===== config.mk =====
export PLATFORM = sky130hd
export DESIGN_NAME = signed_bcd_add_subtract_unit_flat
export DESIGN_NICKNAME = d
export VERILOG_FILES = /design/src/rtl/sbcd_pkg.sv /design/src/rtl/sbcd_in_if.sv /design/src/rtl/sbcd_out_if.sv /design/src/rtl/sbcd_front.sv /design/src/rtl/sbcd_cell.sv /design/src/rtl/signed_bcd_add_subtract_unit.sv /design/src/flat_wrapper.sv
export VERILOG_INCLUDE_DIRS = /design/src /design/src/rtl
export SDC_FILE = /design/constraint.sdc
export NUM_CORES = 2
export LEC_CHECK = 0
export BUFFER_PORTS_ARGS = -buffer_cell sky130_fd_sc_hd__buf_2
export CORE_MARGIN = 2
export CORE_UTILIZATION = 50
export CTS_CLUSTER_DIAMETER = 150
export CTS_CLUSTER_SIZE = 20
export DETAILED_ROUTE_END_ITERATION = 7
export GPL_ROUTABILITY_DRIVEN = 1
export PLACE_DENSITY = 0.66
export SLEW_MARGIN = 40
export SYNTH_ARGS = -nofsm -noshare
export SYNTH_HDL_FRONTEND = slang
export SYNTH_SLANG_ARGS = --single-unit

===== constraint.sdc =====
create_clock -name clk -period 14 [get_ports clk]
set_input_delay 2.8 -clock clk [delete_from_list [all_inputs] [get_ports clk]]
set_output_delay 2.8 -clock clk [all_outputs]
set_load 0.02 [all_outputs]

===== src/rtl/assert_macros.svh =====
// Assertion helpers shared by the RTL files.
// The checks compile away when SYNTHESIS is defined.
`ifndef ASSERT_MACROS_SVH
`define ASSERT_MACROS_SVH
`ifndef SYNTHESIS
// Same-cycle implication, disabled during reset.
`define ASSERT_IMPLIES(label, clk, rst, ante, cons) \
  label: assert property (@(posedge clk) disable iff (rst) (ante) |-> (cons)) \
    else $error("assertion failed");
// Next-cycle implication, disabled during reset.
`define ASSERT_NEXT(label, clk, rst, ante, cons) \
  label: assert property (@(posedge clk) disable iff (rst) (ante) |=> (cons)) \
    else $error("assertion failed");
`else
`define ASSERT_IMPLIES(label, clk, rst, ante, cons)
`define ASSERT_NEXT(label, clk, rst, ante, cons)
`endif
`endif


===== src/rtl/sbcd_pkg.sv =====
// ----------------------------------------------------------------------------
// sbcd_pkg
// Shared constants and the record that travels down the digit chain.
// ----------------------------------------------------------------------------
`timescale 1ns / 1ps
`default_nettype none

package sbcd_pkg;

  localparam int DIGITS  = 16;
  localparam int DIG_W   = DIGITS * 4;
  localparam int FIELD_W = 64;

  localparam logic [3:0] DIGIT_MAX = 4'd9;
  localparam logic [4:0] RADIX     = 5'd10;

  localparam logic CMD_ADD = 1'b0;
  localparam logic CMD_SUB = 1'b1;

  // One request in flight. x and y shift right by a digit per cell, and the
  // result digits enter r from the top.
  typedef struct packed {
    logic [DIG_W-1:0] x;
    logic [DIG_W-1:0] y;
    logic [DIG_W-1:0] r;
    logic             carry;
    logic             add;
    logic             neg;
    logic             gt;
    logic             eq;
    logic             bad;
  } work_t;

endpackage

`default_nettype wire


===== src/rtl/sbcd_in_if.sv =====
// ----------------------------------------------------------------------------
// sbcd_in_if
// Request channel: command and two signed BCD operands.
// ----------------------------------------------------------------------------
`timescale 1ns / 1ps
`default_nettype none

interface sbcd_in_if;
  logic        valid;
  logic        ready;
  logic        command;
  logic [63:0] a_digits;
  logic        a_neg;
  logic [63:0] b_digits;
  logic        b_neg;

  modport source (output valid, command, a_digits, a_neg, b_digits, b_neg,
                  input ready);
  modport sink (input valid, command, a_digits, a_neg, b_digits, b_neg,
                output ready);
endinterface

`default_nettype wire


===== src/rtl/sbcd_out_if.sv =====
// ----------------------------------------------------------------------------
// sbcd_out_if
// Result channel: signed BCD result and comparison flags.
// ----------------------------------------------------------------------------
`timescale 1ns / 1ps
`default_nettype none

interface sbcd_out_if;
  logic        valid;
  logic        ready;
  logic [63:0] result_digits;
  logic        result_neg;
  logic        overflow;
  logic        a_greater;
  logic        a_equal;
  logic        bad_digit;

  modport source (output valid, result_digits, result_neg, overflow, a_greater,
                  a_equal, bad_digit, input ready);
  modport sink (input valid, result_digits, result_neg, overflow, a_greater,
                a_equal, bad_digit, output ready);
endinterface

`default_nettype wire


===== src/rtl/sbcd_front.sv =====
// ----------------------------------------------------------------------------
// sbcd_front
// Entry stage: sign handling, comparison, path choice and digit check.
// ----------------------------------------------------------------------------
`timescale 1ns / 1ps
`default_nettype none

module sbcd_front
  import sbcd_pkg::*;
(
  input  wire logic clk,
  input  wire logic rst,
  sbcd_in_if.sink   op,
  output logic      dn_valid,
  input  wire logic dn_ready,
  output work_t     dn_data
);

  logic [DIG_W-1:0] a;
  logic [DIG_W-1:0] b;
  logic             an;
  logic             bn;
  logic             beff;
  logic             a_gt_b;
  logic             a_eq_b;
  logic             bad;
  logic             take;
  work_t            work_next;

  assign op.ready = !dn_valid || dn_ready;
  assign take     = op.valid && op.ready;

  always_comb begin
    a      = op.a_digits[DIG_W-1:0];
    b      = op.b_digits[DIG_W-1:0];
    an     = op.a_neg && (a != '0);
    bn     = op.b_neg && (b != '0);
    a_gt_b = a > b;
    a_eq_b = a == b;
    bad    = 1'b0;
    for (int i = 0; i < DIGITS; i++) begin
      if (a[4*i +: 4] > DIGIT_MAX || b[4*i +: 4] > DIGIT_MAX) begin
        bad = 1'b1;
      end
    end
    beff = ((op.command == CMD_SUB) ? !bn : bn) && (b != '0);

    work_next.r     = '0;
    work_next.carry = 1'b0;
    work_next.bad   = bad;
    work_next.eq    = (an == bn) && a_eq_b;
    if (an != bn) begin
      work_next.gt = !an;
    end else if (!an) begin
      work_next.gt = a_gt_b;
    end else begin
      work_next.gt = !a_gt_b && !a_eq_b;
    end

    // Differing signs subtract the smaller magnitude from the larger one.
    work_next.add = (an == beff);
    if (work_next.add || a_gt_b || a_eq_b) begin
      work_next.x   = a;
      work_next.y   = b;
      work_next.neg = an;
    end else begin
      work_next.x   = b;
      work_next.y   = a;
      work_next.neg = beff;
    end
  end

  always_ff @(posedge clk) begin
    if (rst) begin
      dn_valid <= 1'b0;
    end else if (op.ready) begin
      dn_valid <= op.valid;
    end
  end

  always_ff @(posedge clk) begin
    if (take) begin
      dn_data <= work_next;
    end
  end

endmodule

`default_nettype wire


===== src/rtl/sbcd_cell.sv =====
// ----------------------------------------------------------------------------
// sbcd_cell
// One decimal digit step: adds or subtracts the low digit pair with carry.
// ----------------------------------------------------------------------------
`timescale 1ns / 1ps
`default_nettype none
`include "assert_macros.svh"

module sbcd_cell
  import sbcd_pkg::*;
(
  input  wire logic  clk,
  input  wire logic  rst,
  input  wire logic  up_valid,
  output logic       up_ready,
  input  wire work_t up_data,
  output logic       dn_valid,
  input  wire logic  dn_ready,
  output work_t      dn_data
);

  logic [3:0] xd;
  logic [3:0] yd;
  logic [4:0] sum5;
  logic [4:0] diff5;
  logic [4:0] fix5;
  logic [3:0] d;
  logic       c;
  work_t      work_next;

  assign up_ready = !dn_valid || dn_ready;

  always_comb begin
    xd    = up_data.x[3:0];
    yd    = up_data.y[3:0];
    sum5  = {1'b0, xd} + {1'b0, yd} + {4'b0, up_data.carry};
    diff5 = {1'b0, xd} - {1'b0, yd} - {4'b0, up_data.carry};
    fix5  = '0;
    if (up_data.add) begin
      if (sum5 > {1'b0, DIGIT_MAX}) begin
        fix5 = sum5 - RADIX;
        c    = 1'b1;
      end else begin
        fix5 = sum5;
        c    = 1'b0;
      end
    end else begin
      // A negative difference wraps; adding ten restores the digit.
      if (diff5[4]) begin
        fix5 = diff5 + RADIX;
        c    = 1'b1;
      end else begin
        fix5 = diff5;
        c    = 1'b0;
      end
    end
    d = fix5[3:0];

    work_next       = up_data;
    work_next.x     = {4'b0, up_data.x[DIG_W-1:4]};
    work_next.y     = {4'b0, up_data.y[DIG_W-1:4]};
    work_next.r     = {d, up_data.r[DIG_W-1:4]};
    work_next.carry = c;
  end

  always_ff @(posedge clk) begin
    if (rst) begin
      dn_valid <= 1'b0;
    end else if (up_ready) begin
      dn_valid <= up_valid;
    end
  end

  always_ff @(posedge clk) begin
    if (up_valid && up_ready) begin
      dn_data <= work_next;
    end
  end

  `ASSERT_NEXT(a_cell_hold, clk, rst, dn_valid && !dn_ready,
               dn_valid && $stable(dn_data))
  `ASSERT_NEXT(a_cell_load, clk, rst, up_valid && up_ready, dn_valid)
  `ASSERT_IMPLIES(a_cell_ready, clk, rst, !dn_valid, up_ready)

endmodule

`default_nettype wire


===== src/rtl/signed_bcd_add_subtract_unit.sv =====
// ----------------------------------------------------------------------------
// signed_bcd_add_subtract_unit
// Signed-magnitude packed BCD adder and subtractor with compare flags.
// ----------------------------------------------------------------------------
// Requests arrive on op (valid/ready): a command (add or subtract), two packed
// BCD magnitudes with sign bits. Results leave on res (valid/ready): the signed
// BCD result, the top-digit carry of a magnitude sum, signed greater and equal
// flags for a against b, and a flag for any nibble above nine.
// A request passes an entry stage, one digit cell per decimal digit (sixteen)
// and an output register; the entry stage loads at the edge that takes the
// request. One request is taken per cycle while nothing stalls; the digit
// cells form a pipeline and each holds one request.
// Every stage has its own valid bit, so empty stages fill while the receiver
// stalls, and requests keep being taken until the chain is full. A held
// result stays stable on res until taken.
// Reset clears every valid bit; no request is lost or repeated after it.
// ----------------------------------------------------------------------------
`timescale 1ns / 1ps
`default_nettype none
`include "assert_macros.svh"

module signed_bcd_add_subtract_unit
  import sbcd_pkg::*;
(
  input  wire logic  clk,
  input  wire logic  rst,
  sbcd_in_if.sink    op,
  sbcd_out_if.source res
);

  logic        chain_valid [DIGITS+1];
  logic        chain_ready [DIGITS+1];
  work_t       chain_data  [DIGITS+1];

  logic               last_ready;
  work_t              last;
  logic [FIELD_W-1:0] digits_next;
  logic               zero;

  sbcd_front u_front (
    .clk      (clk),
    .rst      (rst),
    .op       (op),
    .dn_valid (chain_valid[0]),
    .dn_ready (chain_ready[0]),
    .dn_data  (chain_data[0])
  );

  for (genvar g = 0; g < DIGITS; g++) begin : g_cell
    sbcd_cell u_cell (
      .clk      (clk),
      .rst      (rst),
      .up_valid (chain_valid[g]),
      .up_ready (chain_ready[g]),
      .up_data  (chain_data[g]),
      .dn_valid (chain_valid[g+1]),
      .dn_ready (chain_ready[g+1]),
      .dn_data  (chain_data[g+1])
    );
  end

  assign last_ready         = !res.valid || res.ready;
  assign chain_ready[DIGITS] = last_ready;
  assign last               = chain_data[DIGITS];

  always_comb begin
    digits_next             = '0;
    digits_next[DIG_W-1:0]  = last.r;
    zero                    = (last.r == '0);
  end

  always_ff @(posedge clk) begin
    if (rst) begin
      res.valid <= 1'b0;
    end else if (last_ready) begin
      res.valid <= chain_valid[DIGITS];
    end
  end

  // A bad digit clears every other field; a zero result is never negative.
  always_ff @(posedge clk) begin
    if (chain_valid[DIGITS] && last_ready) begin
      res.result_digits <= last.bad ? '0 : digits_next;
      res.result_neg    <= !last.bad && last.neg && !zero;
      res.overflow      <= !last.bad && last.add && last.carry;
      res.a_greater     <= !last.bad && last.gt;
      res.a_equal       <= !last.bad && last.eq;
      res.bad_digit     <= last.bad;
    end
  end

  `ASSERT_IMPLIES(a_neg_nonzero, clk, rst, res.valid && res.result_neg,
                  res.result_digits != '0)
  `ASSERT_IMPLIES(a_bad_clears, clk, rst, res.valid && res.bad_digit,
                  !res.result_neg && !res.overflow && !res.a_greater &&
                  !res.a_equal && res.result_digits == '0)
  `ASSERT_IMPLIES(a_cmp_excl, clk, rst, res.valid,
                  !(res.a_greater && res.a_equal))

endmodule

`default_nettype wire


===== src/flat_wrapper.sv =====
// flat-port wrapper written by rule: the top's interface ports become plain ports
module signed_bcd_add_subtract_unit_flat import sbcd_pkg::*;
  (clk, rst, op_valid, op_command, op_a_digits, op_a_neg, op_b_digits, op_b_neg, op_ready, res_valid, res_result_digits, res_result_neg, res_overflow, res_a_greater, res_a_equal, res_bad_digit, res_ready);
  sbcd_in_if op_i ();
  sbcd_out_if res_i ();
  input  wire logic clk;
  input  wire logic rst;
  input wire logic [$bits(op_i.valid)-1:0] op_valid;
  input wire logic [$bits(op_i.command)-1:0] op_command;
  input wire logic [$bits(op_i.a_digits)-1:0] op_a_digits;
  input wire logic [$bits(op_i.a_neg)-1:0] op_a_neg;
  input wire logic [$bits(op_i.b_digits)-1:0] op_b_digits;
  input wire logic [$bits(op_i.b_neg)-1:0] op_b_neg;
  output wire logic [$bits(op_i.ready)-1:0] op_ready;
  output wire logic [$bits(res_i.valid)-1:0] res_valid;
  output wire logic [$bits(res_i.result_digits)-1:0] res_result_digits;
  output wire logic [$bits(res_i.result_neg)-1:0] res_result_neg;
  output wire logic [$bits(res_i.overflow)-1:0] res_overflow;
  output wire logic [$bits(res_i.a_greater)-1:0] res_a_greater;
  output wire logic [$bits(res_i.a_equal)-1:0] res_a_equal;
  output wire logic [$bits(res_i.bad_digit)-1:0] res_bad_digit;
  input wire logic [$bits(res_i.ready)-1:0] res_ready;
  assign op_i.valid = op_valid;
  assign op_i.command = op_command;
  assign op_i.a_digits = op_a_digits;
  assign op_i.a_neg = op_a_neg;
  assign op_i.b_digits = op_b_digits;
  assign op_i.b_neg = op_b_neg;
  assign op_ready = op_i.ready;
  assign res_valid = res_i.valid;
  assign res_result_digits = res_i.result_digits;
  assign res_result_neg = res_i.result_neg;
  assign res_overflow = res_i.overflow;
  assign res_a_greater = res_i.a_greater;
  assign res_a_equal = res_i.a_equal;
  assign res_bad_digit = res_i.bad_digit;
  assign res_i.ready = res_ready;
  signed_bcd_add_subtract_unit u_core (.clk(clk), .rst(rst), .op(op_i), .res(res_i));
endmodule

==> results.yml <==
floorplan:
  core_um2: 135000
  die_y_um: 372
  core.rowCount: 135
  ios: 206
  dieArea_um2: 138000
  start_util: 0.502
  dieWidth_um: 372
routing:
  first_iter_violations: 1548
  first_pass_iters: 6
  via_count: 27000
  ant_nets: 0
  finalWirelength_um: 95100
  post-route-drc-count: 0
  avgRoutedWirePerCell_um: 17.2
  via_per_inst: 4.87
global_routing:
  grt_antenna_before_repair: 4
  grt_pass1_vias: 27100
  grt_remaining_overflow: 0
  grt_max_degree: 77
  grt_util_all_layers: 0.141
  grt_pass1_wl_um: 152000
worst_setup_path:
  critPathRequiredTime_ps: 11200
  crit_chain: "buf_2 > and4b_1 > and3_1 > nand2_1 > nor3_1 > and2_0 > nand3_1 > buf_2"
  critPathMaxFanout: 6
  start_kind: "input pin"
  cpMaxStageDelayCell: "nor3_1"
  arrival_ps: 5350
  r2r_end: "u_core.u_front.dn_data[80]"
  endpoint: "op_ready"
  path_class: "input pin to output port"
  reg2reg_depth: 8
  worst_setup_path_end_kind: "output port"
  crit_top_cell: "buf_2"
  r2r_slack_ps: 10100
  startpoint: "res_ready"
  slowest_delay_ps: 620
  r2r_start: "u_core.g_cell[15].u_cell.dn_valid"
power_and_ir_drop:
  swShare: 0.190
  power_leakage_nw: 25.4
  power.internal_mw: 7.57
  peakVddDrop_mv: 0.0978
  p_sw_mw: 1.78
  clkPwrFrac: 0.300
  finalPower_mw: 9.35
  combPwrFrac: 0.046
  power_frac_seq: 0.654
  powerDensity_nw_per_um2: 127
clocking:
  cts.clk_slew.worst_paths_ps: 80
  worstSkewPairLatency_ps: 680
  h-tree-depth: 3
  clockBufferDepth: 3
  cts_tree: "built"
  cts_resized: 0
  numCtsBuffers: 100
  cts-root-buf: "clkbuf_16"
  clock_sinks: 1820
  hold_buffers: 0
  postCtsSetupBuffers: 0
sta:
  hold_violations: 0
  rsz0062_at_grt: "no"
  fin_crit_sh: 0.582
  setup_violations: 0
  tns_ps: 0
  tightest_slew_ps: 818
  setup_ws_ps: 5850
  drv_slew: 0
  hold_ws_ps: 399
  fin_crit_ps: 8150
  skew_ps: 29.3
  fmax_mhz: 123
  slew_headroom: 0.455
finish:
  antenna_cells: 0
  final_cell_mix: "edfxtp_1 (1802), ha_1 (255), inv_1 (230)"
  drive_gt1_frac: 0.130
  layout_commonest_cell: "edfxtp_1"
  area_growth_syn_to_layout_pct: 9.08
  final_core_util: 0.547
  fin_nets: 4184
logic_synthesis:
  synth_nets: 3879
  ys_warn_count: 0
  syn_inst: 3427
  ys_seq_elements: 1820
  synth_area_leaders: "edfxtp_1 (80%), ha_1 (4.7%), mux2_4 (2.2%), fa_1 (1.8%), xnor2_1 (1.6%)"
  yosysTopAreaCellShare: 0.799
  synth-edff-count: 1802
  ys.flop_type: "edfxtp_1"
  synth_area_um2: 67700
  synth_cell_types: 50
  async_flop_share: 0
  avgSynthCellArea_um2: 19.8
  yosysTopAreaCell: "edfxtp_1"
  synth_seq_area_share: 0.805
run:
  cap_violations: 0
placement:
  dp_slack_ps: 5840
  place.gp.congestion: 0.899
  place_hpwl_um: 65500
  port_buffers: 205
worst_hold_path:
  hold_path.class: "register to register"
run_status:
  status: "completed"
[synth_stat cells (2+ instances only)]
| cell type | number |
|---|---|
| ha_1 | 255 |
| mux2i_1 | 45 |
| o21bai_1 | 32 |
| a21o_1 | 6 |
| o21ai_0 | 83 |
| a31oi_1 | 4 |
| mux2_2 | 11 |
| inv_1 | 230 |
| edfxtp_1 | 1802 |
| a221oi_1 | 2 |
| nand3b_1 | 16 |
| xnor2_1 | 125 |
| and3_1 | 20 |
| a211oi_1 | 4 |
| nand3_1 | 14 |
| a21oi_1 | 117 |
| clkbuf_1 | 25 |
| buf_6 | 3 |
| fa_1 | 62 |
| o31a_1 | 16 |
| a21boi_0 | 20 |
| mux2_1 | 20 |
| nor3_1 | 4 |
| nand4_1 | 35 |
| mux2_4 | 100 |
| nor3b_1 | 2 |
| xor2_1 | 34 |
| buf_12 | 11 |
| o211ai_1 | 5 |
| nor2b_1 | 79 |
| nor4_1 | 54 |
| a31o_2 | 3 |
| nand2b_1 | 16 |
| nand2_1 | 50 |
| nor2_1 | 90 |
| dfxtp_1 | 18 |
[power by group through the flow]
stage	logic (mW)	registers [mW]	clock network [mW]
floorplan	0.324	6.23	0
global placement	0.425	6.24	0
detailed placement	0.434	6.24	0
CTS	0.436	6.12	2.94
global route	0.478	6.13	3.12
finish	0.430	6.12	2.80
[sequential cells by signal (all words and copies together), names as in the netlist]
| name | count |
|---|---|
| u_core.g_cell.u_cell.dn_data | 1600 |
| u_core.g_cell.u_cell.dn_valid | 16 |
| u_core.res.a_equal | 1 |
| u_core.res.a_greater | 1 |
| u_core.res.bad_digit | 1 |
| u_core.res.overflow | 1 |
| u_core.res.result_digits | 64 |
| u_core.res.result_neg | 1 |
| u_core.res.valid | 1 |
| u_core.u_front.dn_data | 133 |
| u_core.u_front.dn_valid | 1 |
[worst max-delay path: cells and delay by family]
kind          cells  cell delay [ps]
simple gates      6             2260
buf+inv           2              290
[worst min path at each step]
stage | slack, ps | end | start | depth (start not counted)
floorplan | 400 | u_core.g_cell[0].u_cell.dn_data[0] | u_core.u_front.dn_data[0] | 0
global placement | 400 | u_core.g_cell[5].u_cell.dn_data[153] | u_core.g_cell[4].u_cell.dn_data[157] | 0
detailed placement | 400 | u_core.g_cell[0].u_cell.dn_data[100] | u_core.u_front.dn_data[104] | 0
CTS | 390 | u_core.g_cell[7].u_cell.dn_data[94] | u_core.g_cell[6].u_cell.dn_data[98] | 0
global route | 410 | u_core.g_cell[6].u_cell.dn_data[42] | u_core.g_cell[5].u_cell.dn_data[46] | 0
finish | 400 | u_core.g_cell[7].u_cell.dn_data[94] | u_core.g_cell[6].u_cell.dn_data[98] | 0
[metal layers]
metal | share of wire | up-vias | global-route usage
li1 | - | 13500 | -
met1 | 0.47 | 12800 | 0.202
met2 | 0.46 | 477 | 0.223
met3 | 0.040 | 146 | 0.0218
met4 | 0.029 | 0 | 0.0475
met5 | 0 | - | 0
[cell type report]
class	instances	area, um2
multi-input combinational	1337	12200
timing repair buffer	243	1440
clock buffer	121	2600
inverter	230	863
clock inverter	2	17.5
sequential	1820	54500
fill	10300	61100
tap	1781	2230
[cells by family (layout without fill, tap and decap cells)]
group                    Yosys count  count (layout)  synth area share
multiplexers                     176             176            0.0340
buffers and inverters            270             596            0.0179
adder cells (fa/ha/maj)          317             317            0.0655
AO/OA/AOI/OAI                    298             298            0.0264
AND/OR/NAND/NOR                  387             387            0.0310
flip-flops                      1820            1820             0.805
XOR/XNOR                         159             159            0.0206
[metrics by stage]
stage               instances  instance area [um2]
floorplan                3427                67700
global placement         5406                71000
detailed placement       5409                71100
CTS                      5532                73800
global route             5534                73800
finish                   5534                73800
(Power assumes the default switching activity.)
